$ cat config.mk
export PLATFORM = sky130hd
export DESIGN_NAME = day_time_duration_alu_flat
export DESIGN_NICKNAME = d
export VERILOG_FILES = /design/src/design/dtd_pkg.sv /design/src/design/dtd_if.sv /design/src/design/dtd_ctrl.sv /design/src/design/dtd_front.sv /design/src/design/dtd_back.sv /design/src/design/day_time_duration_alu.sv /design/src/flat_wrapper.sv
export SDC_FILE = /design/constraint.sdc
export NUM_CORES = 2
export LEC_CHECK = 0
export BUFFER_PORTS_ARGS = -buffer_cell sky130_fd_sc_hd__buf_2
export CORE_ASPECT_RATIO = 2
export CORE_UTILIZATION = 28
export CTS_CLUSTER_DIAMETER = 60
export DETAILED_ROUTE_END_ITERATION = 12
export PLACE_DENSITY = 0.38
export RECOVER_POWER = 50
export SLEW_MARGIN = 20
export SYNTH_ARGS = -nofsm -noshare
export SYNTH_HDL_FRONTEND = slang
export SYNTH_SLANG_ARGS = --single-unit
$ cat constraint.sdc
create_clock -name clk -period 18.36 [get_ports clk]
set_clock_uncertainty 0.1 [all_clocks]
set_input_delay 5.508 -clock clk [delete_from_list [all_inputs] [get_ports clk]]
set_output_delay 5.508 -clock clk [all_outputs]
set_load 0.02 [all_outputs]
$ cat src/design/dtd_pkg.sv
// shared types and constants for the day/time duration alu
`timescale 1ns / 1ps

package dtd_pkg;

  localparam int DAY_BITS_DEF = 16;

  localparam int FUNC_W  = 4;
  localparam int DAY_W   = 16;
  localparam int HOUR_W  = 5;
  localparam int MIN_W   = 6;
  localparam int SEC_W   = 6;
  localparam int DELTA_W = 31;

  localparam int SEC_PER_MIN  = 60;
  localparam int SEC_PER_HOUR = 3600;
  localparam int SEC_PER_DAY  = 86400;

  // seconds of day of one operand, sums of two, remainder of the day split
  localparam int SOD_W  = 17;
  localparam int SUM_W  = 19;
  localparam int DR_W   = 18;
  localparam int DQ_W   = 15;
  localparam int MREM_W = 12;

  // reciprocal multipliers for the constant divisions
  localparam int DAY_RECIP     = 49710;
  localparam int DAY_RECIP_SH  = 32;
  localparam int PROD_W        = DELTA_W + 16;
  localparam int HOUR_RECIP    = 37283;
  localparam int HOUR_RECIP_SH = 27;
  localparam int HPROD_W       = SOD_W + 16;
  localparam int MIN_RECIP     = 4370;
  localparam int MIN_RECIP_SH  = 18;
  localparam int MPROD_W       = MREM_W + 13;

  localparam int NSTAGE   = 8;
  localparam int FRONT_ST = 3;
  localparam int BACK_ST  = NSTAGE - FRONT_ST;

  typedef enum logic [FUNC_W-1:0] {
    FN_ADD      = 4'd0,
    FN_SUB      = 4'd1,
    FN_ADD_SECS = 4'd2,
    FN_SUB_SECS = 4'd3,
    FN_EQ       = 4'd4,
    FN_NE       = 4'd5,
    FN_GT       = 4'd6,
    FN_GE       = 4'd7,
    FN_LT       = 4'd8,
    FN_LE       = 4'd9
  } func_t;

  typedef struct packed {
    logic [DAY_W-1:0]  res_day;
    logic [HOUR_W-1:0] res_hour;
    logic [MIN_W-1:0]  res_minute;
    logic [SEC_W-1:0]  res_second;
    logic              compare_true;
    logic              day_overflow;
  } dtd_res_t;

  function automatic int day_calc_w(int day_bits);
    return ((day_bits > DAY_W) ? day_bits : DAY_W) + 3;
  endfunction

endpackage

$ cat src/design/dtd_if.sv
// request and response channel interfaces
`timescale 1ns / 1ps

interface dtd_req_if;
  import dtd_pkg::*;

  logic                      valid;
  logic                      ready;
  logic [FUNC_W-1:0]         func;
  logic signed [DAY_W-1:0]   a_day;
  logic [HOUR_W-1:0]         a_hour;
  logic [MIN_W-1:0]          a_minute;
  logic [SEC_W-1:0]          a_second;
  logic signed [DAY_W-1:0]   b_day;
  logic [HOUR_W-1:0]         b_hour;
  logic [MIN_W-1:0]          b_minute;
  logic [SEC_W-1:0]          b_second;
  logic [DELTA_W-1:0]        seconds_delta;

  modport source (
    output valid, func, a_day, a_hour, a_minute, a_second,
           b_day, b_hour, b_minute, b_second, seconds_delta,
    input  ready
  );
  modport sink (
    input  valid, func, a_day, a_hour, a_minute, a_second,
           b_day, b_hour, b_minute, b_second, seconds_delta,
    output ready
  );
endinterface

interface dtd_rsp_if;
  import dtd_pkg::*;

  logic                      valid;
  logic                      ready;
  logic signed [DAY_W-1:0]   res_day;
  logic [HOUR_W-1:0]         res_hour;
  logic [MIN_W-1:0]          res_minute;
  logic [SEC_W-1:0]          res_second;
  logic                      compare_true;
  logic                      day_overflow;

  modport source (
    output valid, res_day, res_hour, res_minute, res_second,
           compare_true, day_overflow,
    input  ready
  );
  modport sink (
    input  valid, res_day, res_hour, res_minute, res_second,
           compare_true, day_overflow,
    output ready
  );
endinterface

$ cat src/design/dtd_ctrl.sv
// valid bits and stage enables of the pipeline
`timescale 1ns / 1ps

module dtd_ctrl (
  input  logic                       clk,
  input  logic                       rst,
  input  logic                       req_valid,
  output logic                       req_ready,
  output logic                       rsp_valid,
  input  logic                       rsp_ready,
  output logic [dtd_pkg::NSTAGE-1:0] en
);
  import dtd_pkg::*;

  logic [NSTAGE-1:0] vld;
  logic [NSTAGE-1:0] vld_next;
  logic [NSTAGE-1:0] shifted;

  // a stage moves when it is empty or the one after it moves
  always_comb begin
    en[NSTAGE-1] = !vld[NSTAGE-1] || rsp_ready;
    for (int i = NSTAGE - 2; i >= 0; i--) begin
      en[i] = !vld[i] || en[i+1];
    end
  end

  assign shifted = {vld[NSTAGE-2:0], req_valid};

  always_comb begin
    for (int i = 0; i < NSTAGE; i++) begin
      vld_next[i] = en[i] ? shifted[i] : vld[i];
    end
  end

  always_ff @(posedge clk) begin
    if (rst) begin
      vld <= '0;
    end else begin
      vld <= vld_next;
    end
  end

  assign req_ready = en[0];
  assign rsp_valid = vld[NSTAGE-1];

endmodule

$ cat src/design/dtd_front.sv
// operand conversion, compare, seconds split and add/subtract stages
`timescale 1ns / 1ps

module dtd_front #(
  parameter int DAY_BITS = dtd_pkg::DAY_BITS_DEF,
  parameter int DW       = dtd_pkg::day_calc_w(dtd_pkg::DAY_BITS_DEF)
) (
  input  logic                              clk,
  input  logic [dtd_pkg::FRONT_ST-1:0]      en,
  dtd_req_if.sink                           req,
  output logic signed [dtd_pkg::SUM_W-1:0]  sum,
  output logic signed [DW-1:0]              day,
  output logic                              arith,
  output logic                              cmp
);
  import dtd_pkg::*;

  logic [DW-1:0]        ad_raw, bd_raw;
  logic signed [DW-1:0] ad_x, bd_x;
  logic [SOD_W-1:0]     sa_c, sb_c;
  logic                 eq_c, gt_c, cmp_c;

  // stage 1
  logic [FUNC_W-1:0]    s1_func;
  logic signed [DW-1:0] s1_ad, s1_bd;
  logic [SOD_W-1:0]     s1_sa, s1_sb;
  logic [DELTA_W-1:0]   s1_delta;
  logic [PROD_W-1:0]    s1_prod;
  logic                 s1_cmp;

  // stage 2
  logic [DQ_W-1:0]      dq0_c;
  logic [31:0]          dq_sec;
  logic [DR_W-1:0]      dr0_c;
  logic [FUNC_W-1:0]    s2_func;
  logic signed [DW-1:0] s2_ad, s2_bd;
  logic [SOD_W-1:0]     s2_sa, s2_sb;
  logic [DQ_W-1:0]      s2_dq0;
  logic [DR_W-1:0]      s2_dr0;
  logic                 s2_cmp;

  // stage 3
  logic [DQ_W-1:0]         dq_c;
  logic [SOD_W-1:0]        dr_c;
  logic signed [SUM_W-1:0] sum_c;
  logic signed [DW-1:0]    dadd_c;

  assign ad_raw = {{(DW-DAY_W){1'b0}}, req.a_day};
  assign bd_raw = {{(DW-DAY_W){1'b0}}, req.b_day};

  // day fields hold DAY_BITS-bit two's complement values
  always_comb begin
    for (int i = 0; i < DW; i++) begin
      ad_x[i] = (i < DAY_BITS) ? ad_raw[i] : ad_raw[DAY_BITS-1];
      bd_x[i] = (i < DAY_BITS) ? bd_raw[i] : bd_raw[DAY_BITS-1];
    end
  end

  assign sa_c = SOD_W'(req.a_hour) * SOD_W'(SEC_PER_HOUR)
              + SOD_W'(req.a_minute) * SOD_W'(SEC_PER_MIN) + SOD_W'(req.a_second);
  assign sb_c = SOD_W'(req.b_hour) * SOD_W'(SEC_PER_HOUR)
              + SOD_W'(req.b_minute) * SOD_W'(SEC_PER_MIN) + SOD_W'(req.b_second);

  always_comb begin
    eq_c = (ad_x == bd_x) && (req.a_hour == req.b_hour)
        && (req.a_minute == req.b_minute) && (req.a_second == req.b_second);
    if (ad_x != bd_x) begin
      gt_c = ad_x > bd_x;
    end else if (req.a_hour != req.b_hour) begin
      gt_c = req.a_hour > req.b_hour;
    end else if (req.a_minute != req.b_minute) begin
      gt_c = req.a_minute > req.b_minute;
    end else begin
      gt_c = req.a_second > req.b_second;
    end
    case (req.func)
      FN_EQ:   cmp_c = eq_c;
      FN_NE:   cmp_c = !eq_c;
      FN_GT:   cmp_c = gt_c;
      FN_GE:   cmp_c = gt_c || eq_c;
      FN_LT:   cmp_c = !(gt_c || eq_c);
      FN_LE:   cmp_c = !gt_c;
      default: cmp_c = 1'b0;
    endcase
  end

  always_ff @(posedge clk) begin
    if (en[0]) begin
      s1_func  <= req.func;
      s1_ad    <= ad_x;
      s1_bd    <= bd_x;
      s1_sa    <= sa_c;
      s1_sb    <= sb_c;
      s1_delta <= req.seconds_delta;
      s1_prod  <= PROD_W'(req.seconds_delta) * PROD_W'(DAY_RECIP);
      s1_cmp   <= cmp_c;
    end
  end

  // quotient estimate is exact or one low; remainder fits below two days
  assign dq0_c  = s1_prod[DAY_RECIP_SH +: DQ_W];
  assign dq_sec = 32'(dq0_c) * 32'(SEC_PER_DAY);
  assign dr0_c  = s1_delta[DR_W-1:0] - dq_sec[DR_W-1:0];

  always_ff @(posedge clk) begin
    if (en[1]) begin
      s2_func <= s1_func;
      s2_ad   <= s1_ad;
      s2_bd   <= s1_bd;
      s2_sa   <= s1_sa;
      s2_sb   <= s1_sb;
      s2_dq0  <= dq0_c;
      s2_dr0  <= dr0_c;
      s2_cmp  <= s1_cmp;
    end
  end

  always_comb begin
    if (s2_dr0 >= DR_W'(SEC_PER_DAY)) begin
      dq_c = s2_dq0 + DQ_W'(1);
      dr_c = SOD_W'(s2_dr0 - DR_W'(SEC_PER_DAY));
    end else begin
      dq_c = s2_dq0;
      dr_c = SOD_W'(s2_dr0);
    end
    case (s2_func)
      FN_ADD: begin
        sum_c  = SUM_W'(s2_sa) + SUM_W'(s2_sb);
        dadd_c = s2_bd;
      end
      FN_SUB: begin
        sum_c  = SUM_W'(s2_sa) - SUM_W'(s2_sb);
        dadd_c = -s2_bd;
      end
      FN_ADD_SECS: begin
        sum_c  = SUM_W'(s2_sa) + SUM_W'(dr_c);
        dadd_c = DW'(dq_c);
      end
      FN_SUB_SECS: begin
        sum_c  = SUM_W'(s2_sa) - SUM_W'(dr_c);
        dadd_c = -DW'(dq_c);
      end
      default: begin
        sum_c  = '0;
        dadd_c = '0;
      end
    endcase
  end

  always_ff @(posedge clk) begin
    if (en[2]) begin
      sum   <= sum_c;
      day   <= s2_ad + dadd_c;
      arith <= (s2_func == FN_ADD) || (s2_func == FN_SUB)
            || (s2_func == FN_ADD_SECS) || (s2_func == FN_SUB_SECS);
      cmp   <= s2_cmp;
    end
  end

endmodule

$ cat src/design/dtd_back.sv
// day normalization and hour/minute/second split stages
`timescale 1ns / 1ps

module dtd_back #(
  parameter int DAY_BITS = dtd_pkg::DAY_BITS_DEF,
  parameter int DW       = dtd_pkg::day_calc_w(dtd_pkg::DAY_BITS_DEF)
) (
  input  logic                             clk,
  input  logic [dtd_pkg::BACK_ST-1:0]      en,
  input  logic signed [dtd_pkg::SUM_W-1:0] sum,
  input  logic signed [DW-1:0]             day,
  input  logic                             arith,
  input  logic                             cmp,
  output dtd_pkg::dtd_res_t                res
);
  import dtd_pkg::*;

  localparam logic [DAY_W-1:0] DAY_MASK =
    (DAY_BITS >= DAY_W) ? {DAY_W{1'b1}} : DAY_W'((64'd1 << DAY_BITS) - 64'd1);
  localparam logic signed [SUM_W-1:0] SPD = SUM_W'(SEC_PER_DAY);

  // stage 4
  logic signed [SUM_W-1:0] adj_c;
  logic signed [DW-1:0]    kd_c;
  logic signed [DW-1:0]    q_c;
  logic [DW-DAY_BITS:0]    q_top;
  logic                    ovf_c;
  logic [SOD_W-1:0]        s4_r;
  logic [DAY_W-1:0]        s4_day;
  logic                    s4_ovf, s4_arith, s4_cmp;

  // stage 5
  logic [HPROD_W-1:0]      hprod;
  logic [HOUR_W-1:0]       s5_hour;
  logic [SOD_W-1:0]        s5_r;
  logic [DAY_W-1:0]        s5_day;
  logic                    s5_ovf, s5_arith, s5_cmp;

  // stage 6
  logic [SOD_W-1:0]        hsec;
  logic [HOUR_W-1:0]       s6_hour;
  logic [MREM_W-1:0]       s6_mrem;
  logic [DAY_W-1:0]        s6_day;
  logic                    s6_ovf, s6_arith, s6_cmp;

  // stage 7
  logic [MPROD_W-1:0]      mprod;
  logic [HOUR_W-1:0]       s7_hour;
  logic [MIN_W-1:0]        s7_min;
  logic [MREM_W-1:0]       s7_mrem;
  logic [DAY_W-1:0]        s7_day;
  logic                    s7_ovf, s7_arith, s7_cmp;

  logic [MREM_W-1:0]       msec;

  // floor division of the second sum by one day
  always_comb begin
    if (sum < -SPD) begin
      adj_c = sum + (SPD <<< 1);
      kd_c  = DW'(-2);
    end else if (sum < 0) begin
      adj_c = sum + SPD;
      kd_c  = DW'(-1);
    end else if (sum >= (SPD <<< 1)) begin
      adj_c = sum - (SPD <<< 1);
      kd_c  = DW'(2);
    end else if (sum >= SPD) begin
      adj_c = sum - SPD;
      kd_c  = DW'(1);
    end else begin
      adj_c = sum;
      kd_c  = '0;
    end
    q_c   = day + kd_c;
    q_top = q_c[DW-1:DAY_BITS-1];
    ovf_c = arith && !((q_top == '0) || (q_top == '1));
  end

  always_ff @(posedge clk) begin
    if (en[0]) begin
      s4_r     <= SOD_W'(adj_c);
      s4_day   <= q_c[DAY_W-1:0] & DAY_MASK;
      s4_ovf   <= ovf_c;
      s4_arith <= arith;
      s4_cmp   <= cmp;
    end
  end

  assign hprod = HPROD_W'(s4_r) * HPROD_W'(HOUR_RECIP);

  always_ff @(posedge clk) begin
    if (en[1]) begin
      s5_hour  <= hprod[HOUR_RECIP_SH +: HOUR_W];
      s5_r     <= s4_r;
      s5_day   <= s4_day;
      s5_ovf   <= s4_ovf;
      s5_arith <= s4_arith;
      s5_cmp   <= s4_cmp;
    end
  end

  assign hsec = SOD_W'(s5_hour) * SOD_W'(SEC_PER_HOUR);

  always_ff @(posedge clk) begin
    if (en[2]) begin
      s6_hour  <= s5_hour;
      s6_mrem  <= MREM_W'(s5_r - hsec);
      s6_day   <= s5_day;
      s6_ovf   <= s5_ovf;
      s6_arith <= s5_arith;
      s6_cmp   <= s5_cmp;
    end
  end

  assign mprod = MPROD_W'(s6_mrem) * MPROD_W'(MIN_RECIP);

  always_ff @(posedge clk) begin
    if (en[3]) begin
      s7_hour  <= s6_hour;
      s7_min   <= mprod[MIN_RECIP_SH +: MIN_W];
      s7_mrem  <= s6_mrem;
      s7_day   <= s6_day;
      s7_ovf   <= s6_ovf;
      s7_arith <= s6_arith;
      s7_cmp   <= s6_cmp;
    end
  end

  assign msec = MREM_W'(s7_min) * MREM_W'(SEC_PER_MIN);

  // output register; time fields stay zero for compares and unused codes
  always_ff @(posedge clk) begin
    if (en[4]) begin
      res.res_day      <= s7_arith ? s7_day : '0;
      res.res_hour     <= s7_arith ? s7_hour : '0;
      res.res_minute   <= s7_arith ? s7_min : '0;
      res.res_second   <= s7_arith ? SEC_W'(s7_mrem - msec) : '0;
      res.compare_true <= s7_cmp;
      res.day_overflow <= s7_ovf;
    end
  end

endmodule

$ cat src/design/day_time_duration_alu.sv
// top level of the day/time duration alu
//
// Takes one request per cycle on req while req.ready is high: an operation code, two durations in
// days, hours, minutes and seconds, and a seconds count. Returns one result
// per request on rsp, in request order: a normalized duration with a day
// overflow flag for add and subtract, or a compare flag for the six compares.
// Both channels move an item on a clock edge with valid and ready high.
//
// Each request passes through an 8-stage pipeline; throughput is one request
// per cycle while rsp.ready is high. The stage count is set by the three
// reciprocal divisions (by one day, one hour and one minute), each
// multiply followed by a register.
//
// Each stage advances when it is empty or the stage after it advances, so a
// stalled rsp holds the result in the output register while bubbles ahead of
// it fill; req.ready drops only when every stage is full.
// Synchronous reset empties the pipeline; no result is left pending.
`timescale 1ns / 1ps

module day_time_duration_alu #(
  parameter int DAY_BITS = dtd_pkg::DAY_BITS_DEF
) (
  input  logic      clk,
  input  logic      rst,
  dtd_req_if.sink   req,
  dtd_rsp_if.source rsp
);
  import dtd_pkg::*;

  localparam int DW = day_calc_w(DAY_BITS);

  logic [NSTAGE-1:0]       en;
  logic signed [SUM_W-1:0] sum;
  logic signed [DW-1:0]    day;
  logic                    arith;
  logic                    cmp;
  dtd_res_t                res;

  dtd_ctrl u_ctrl (
    .clk       (clk),
    .rst       (rst),
    .req_valid (req.valid),
    .req_ready (req.ready),
    .rsp_valid (rsp.valid),
    .rsp_ready (rsp.ready),
    .en        (en)
  );

  dtd_front #(
    .DAY_BITS (DAY_BITS),
    .DW       (DW)
  ) u_front (
    .clk   (clk),
    .en    (en[FRONT_ST-1:0]),
    .req   (req),
    .sum   (sum),
    .day   (day),
    .arith (arith),
    .cmp   (cmp)
  );

  dtd_back #(
    .DAY_BITS (DAY_BITS),
    .DW       (DW)
  ) u_back (
    .clk   (clk),
    .en    (en[NSTAGE-1:FRONT_ST]),
    .sum   (sum),
    .day   (day),
    .arith (arith),
    .cmp   (cmp),
    .res   (res)
  );

  assign rsp.res_day      = res.res_day;
  assign rsp.res_hour     = res.res_hour;
  assign rsp.res_minute   = res.res_minute;
  assign rsp.res_second   = res.res_second;
  assign rsp.compare_true = res.compare_true;
  assign rsp.day_overflow = res.day_overflow;

  // an empty output stage lets the whole pipeline advance
  a_ready_when_out_empty: assert property (@(posedge clk) disable iff (rst)
    !rsp.valid |-> req.ready)
    else $error("request refused with empty output stage");

  a_time_normalized: assert property (@(posedge clk) disable iff (rst)
    rsp.valid |-> (rsp.res_hour <= HOUR_W'(23)) && (rsp.res_minute <= MIN_W'(59))
                  && (rsp.res_second <= SEC_W'(59)))
    else $error("result time not normalized");

  a_compare_clears_time: assert property (@(posedge clk) disable iff (rst)
    rsp.valid && rsp.compare_true |-> (rsp.res_day == '0) && !rsp.day_overflow
                                      && (rsp.res_hour == '0))
    else $error("compare result carries time fields");

endmodule

$ cat src/flat_wrapper.sv
// flat-port wrapper written by rule: the top's interface ports become plain ports
module day_time_duration_alu_flat import dtd_pkg::*;
#(
  parameter int DAY_BITS = dtd_pkg::DAY_BITS_DEF
)
  (clk, rst, req_valid, req_func, req_a_day, req_a_hour, req_a_minute, req_a_second, req_b_day, req_b_hour, req_b_minute, req_b_second, req_seconds_delta, req_ready, rsp_valid, rsp_res_day, rsp_res_hour, rsp_res_minute, rsp_res_second, rsp_compare_true, rsp_day_overflow, rsp_ready);
  dtd_req_if req_i ();
  dtd_rsp_if rsp_i ();
  input  logic clk;
  input  logic rst;
  input wire logic [$bits(req_i.valid)-1:0] req_valid;
  input wire logic [$bits(req_i.func)-1:0] req_func;
  input wire logic [$bits(req_i.a_day)-1:0] req_a_day;
  input wire logic [$bits(req_i.a_hour)-1:0] req_a_hour;
  input wire logic [$bits(req_i.a_minute)-1:0] req_a_minute;
  input wire logic [$bits(req_i.a_second)-1:0] req_a_second;
  input wire logic [$bits(req_i.b_day)-1:0] req_b_day;
  input wire logic [$bits(req_i.b_hour)-1:0] req_b_hour;
  input wire logic [$bits(req_i.b_minute)-1:0] req_b_minute;
  input wire logic [$bits(req_i.b_second)-1:0] req_b_second;
  input wire logic [$bits(req_i.seconds_delta)-1:0] req_seconds_delta;
  output wire logic [$bits(req_i.ready)-1:0] req_ready;
  output wire logic [$bits(rsp_i.valid)-1:0] rsp_valid;
  output wire logic [$bits(rsp_i.res_day)-1:0] rsp_res_day;
  output wire logic [$bits(rsp_i.res_hour)-1:0] rsp_res_hour;
  output wire logic [$bits(rsp_i.res_minute)-1:0] rsp_res_minute;
  output wire logic [$bits(rsp_i.res_second)-1:0] rsp_res_second;
  output wire logic [$bits(rsp_i.compare_true)-1:0] rsp_compare_true;
  output wire logic [$bits(rsp_i.day_overflow)-1:0] rsp_day_overflow;
  input wire logic [$bits(rsp_i.ready)-1:0] rsp_ready;
  assign req_i.valid = req_valid;
  assign req_i.func = req_func;
  assign req_i.a_day = req_a_day;
  assign req_i.a_hour = req_a_hour;
  assign req_i.a_minute = req_a_minute;
  assign req_i.a_second = req_a_second;
  assign req_i.b_day = req_b_day;
  assign req_i.b_hour = req_b_hour;
  assign req_i.b_minute = req_b_minute;
  assign req_i.b_second = req_b_second;
  assign req_i.seconds_delta = req_seconds_delta;
  assign req_ready = req_i.ready;
  assign rsp_valid = rsp_i.valid;
  assign rsp_res_day = rsp_i.res_day;
  assign rsp_res_hour = rsp_i.res_hour;
  assign rsp_res_minute = rsp_i.res_minute;
  assign rsp_res_second = rsp_i.res_second;
  assign rsp_compare_true = rsp_i.compare_true;
  assign rsp_day_overflow = rsp_i.day_overflow;
  assign rsp_i.ready = rsp_ready;
  day_time_duration_alu #(.DAY_BITS(DAY_BITS)) u_core (.clk(clk), .rst(rst), .req(req_i), .rsp(rsp_i));
endmodule
==> results.txt <==
The run finished, with violations left. The checks that failed: max-capacitance violations, max-slew violations. Once the floorplan was initialized, standard cells occupied 28.2% of the core. Input and output buffers added on the ports amount to 141. Setup total negative slack on the finished layout was measured at 0 ns. TritonCTS built the clock tree. The combined area of the multi-input logic cells came out at 22200 um^2. After clock tree synthesis, the clock-pin slew on the worst setup and hold paths is 0.07 ns.

The logs give 0 for the cts-stage hold buffer count and 94 for the count of cell types in the netlist. In this run the power spent charging and discharging nets is 3.76 mW. The mapped cell area was 37300 um^2; the total global routing track utilization was 14.4%.

The run gives 110 as the max-slew violation count. The critical path launch point type is an input port. Dominant register cell in the synthesized netlist: edfxtp_1.

The critical path is of the in -> out type. In this run the tightest slew margin relative to its limit is -36.1%. After the flow finishes, the layout carries non-filler instances totaling 5204. Relative to the synthesized area, the layout overhead comes to 11.2%. In this run the worst hold path is classified as reg -> reg. Entering global routing, the biggest net connects 58 pins. The switching power share of the total is 45.5%, and the sequential element share of the synthesized area is 34.8%. At the worst endpoint, the required time is 12.75 ns. At the worst endpoint, the arrival time is 7.36 ns. A synthesized cell averages 11.4 um^2. The number of sinks handled by clock tree synthesis came out at 435. Yosys instantiated no cell more often than ha_1. The critical path goes through buf_2 -> nor2b_1 -> and2_0 -> and3_1 -> nand4_1 -> buf_4 -> or2_4 -> buf_2. The post-route netlist has 5.77% of its cells at a drive strength greater than 1.

The commonest cells after synthesis are ha_1, inv_1, edfxtp_1. Number of levels the H-tree was split into: 2. Based on the critical path, the design can be clocked at up to 77.1 MHz. The peak per-stage delay on the critical path was 0.37 ns; the number of CTS-inserted buffers was 45. The final routed wire length divided by cell count is 18.4 um, and the warning count from the yosys run is 0.

The maximum vdd drop is 0.000198 V. The routed design could run at a clock period as short as 12.97 ns. OpenSTA, run right after detailed placement, puts the worst setup slack at 5.35 ns. For the initial antenna violation count, the log shows 5. For the violation count after the first detailed-routing iteration, the log shows 713. The first global-routing pass estimated 147000 um of wire.

The wire-length estimate of the detail-placed layout is 81200 um. The count of nets left with antenna violations once routing finished came out at 0. The number of cells in the design after placement was 5119; the aggregate routed wire length was 95500 um. The biggest area contributor in the post-synthesis netlist is edfxtp_1.

Setup violations remaining at the end of the flow were counted as 0. The residual DRC count is 0. STA classifies the critical path endpoint as an output port. In this run, the clock network consumes 11.3% of the power. The area of the placeable core is 132000 um^2. After global routing the overflow that remains totals 0.

By area the synthesized netlist is led by edfxtp_1, ha_1, fa_1. The tools report the worst-case clock buffer depth as 3. Of the total power, registers draw 22.4%. The die height works out to 518 um.

The congestion estimate from routability-driven global placement came to 0.854. Setup repair after global routing left no endpoint under its margin. In the finished design, the share of the clock period the worst path needs comes to 70.6%. The number of filler cells placed in the layout was 13700.

Along the worst path, the maximum fanout reaches 50. After clock tree synthesis, the repair step resized 0 gates. The register area is 13000 um^2, and the setup fix buffers added after clock tree synthesis is 0. The dominant cell type by count on the critical path is buf_2. For the number of placement rows, the log shows 189.

Summing over every cut layer, the via total after detailed routing is 23800. The cell chosen for the clock root was clkbuf_16. In the final design database the tool counted 4485 nets. Counting flops and latches in the post-synthesis netlist gives 435.

The clock reaches the later pin of the worst-skew pair after 0.62 ns. The number of global-route vias before repair came out at 26100. The post-route cell area was 41500 um^2. The transition time of the tightest slew-check pin was 2.04 ns. The final worst setup slack was 5.39 ns; the count of flip-flops with a built-in enable after synthesis was 427. The net count after synthesis came out at 4322. The number of iterations in the first detailed-routing pass was 4. Master of the slowest instance on the critical path: or2_4. Once placement finished, the instance area stood at 40100 um^2. Summed over its instances, the top area cell type makes up 34.4% of the synthesized netlist area.

The areal power density over the cells came out at 199 nW/um^2. The die is 260 um wide. Dividing the detail-routed via count by the number of cells gives 4.58. The logs give 66.3% for the share of total power in combinational logic and 0 for the count of endpoints failing hold in the final timing report. Counting every instance in the synthesized netlist gives 3284.

The number of top-level pins was 142. Cell internal power was estimated by the tool at 4.51 mW. The max capacitance violation total is 3, and the post-synthesis async set-or-reset flop share is 0%. In this run the static leakage power is 19.7 nW. The tools report the floorplan die area as 135000 um^2.
==> placed cells by master (no fill, tap or decap), drive strengths merged, types with 17 or more instances in the layout <==
cell,instances
or3,19
edfxtp,427
ha,701
xnor2,148
nand4,20
nor2,94
clkinv,19
and3,17
o21ai,112
and2,47
nand2,126
a21oi,182
nand2b,34
nand3,38
xor2,82
clkbuf,113
inv,531
a211oi,23
fa,232
o211ai,21
a21o,83
nor3,27
nor2b,28
buf,95
o21bai,31
o21a,18
==> cells by family (layout without fill, tap and decap cells) <==
| logic type | Yosys count | count (layout) | share of synthesized area (%) |
|---|---|---|---|
| adder cells (fa/ha/maj) | 933 | 933 | 36.0 |
| AO/OA/AOI/OAI | 609 | 609 | 10.7 |
| buffers and inverters | 566 | 765 | 5.76 |
| AND/OR/NAND/NOR | 495 | 495 | 6.84 |
| flip-flops | 435 | 435 | 34.8 |
| XOR/XNOR | 231 | 231 | 5.52 |
| multiplexers | 15 | 15 | 0.439 |
| other | 0 | 2 | 0 |
==> layout make-up <==
| class | instances | area share (%) |
|---|---|---|
| multi-input combinational | 2283 | 53.4 |
| sequential | 435 | 31.3 |
| timing repair buffer | 156 | 1.76 |
| antenna | 2 | 0.0121 |
| tap | 1719 | 5.18 |
| clock buffer | 52 | 2.78 |
| clock inverter | 31 | 0.775 |
| inverter | 526 | 4.76 |
==> through the flow <==
stage                     utilization [%]  power, mW  hold slack (ns)
after floorplan                         -       5.88            0.300
after global placement               30.3       7.52            0.302
after detailed placement             30.3       7.51            0.305
after CTS                            31.4       8.52            0.304
after global routing                 31.3       9.20            0.308
final                                31.3       8.27            0.298
==> power by group through the flow <==
stage / clock, mW / sequential [mW] / combinational (mW)
2_1_floorplan: 0 / 1.75 / 4.14
3_3_place_gp: 0 / 1.89 / 5.63
3_5_place_dp: 0 / 1.89 / 5.62
4_1_cts: 0.982 / 1.87 / 5.67
5_1_grt: 1.01 / 1.89 / 6.30
6_report: 0.936 / 1.85 / 5.49
==> state kept, by name, indices dropped and copies added, names as in the netlist, 17 cells and up <==
| register | cells |
|---|---|
| u_core.u_back.res | 35 |
| u_core.u_front.s2_sb | 17 |
| u_core.u_front.s1_delta | 18 |
| u_core.u_front.s1_sb | 17 |
| u_core.u_front.s2_dr0 | 18 |
| u_core.u_front.s1_sa | 17 |
| u_core.u_back.s4_r | 17 |
| u_core.u_front.s2_sa | 17 |
| u_core.u_front.sum | 19 |
| u_core.u_front.day | 19 |
==> path summary, 6_finish.rpt <==
kind | slack (ns) | depth (start not counted) | start | to
setup / recovery | 5.39 | 8 | rsp_ready | req_ready
setup reg to reg | 11.60 | 18 | u_core.u_front.s2_func[3] | u_core.u_front.sum[16]
hold / removal | 0.30 | 0 | u_core.u_front.s1_bd[12] | u_core.u_front.s2_bd[12]
hold reg to reg | 0.30 | 0 | u_core.u_front.s1_bd[12] | u_core.u_front.s2_bd[12]
==> critical path, delay by kind of cell <==
family                 cells  cell delay, ns
buffers and inverters      3            0.60
AND/OR/NAND/NOR            5            1.23
==> routing by layer <==
layer	share of wire, %	track usage (%)	vias to the layer above
li1	-	-	11900
met1	32	12.5	11500
met2	63	32.0	281
met3	2.0	1.21	124
met4	3.5	5.11	4
met5	0.025	0	-
(Power assumes the default switching activity.)
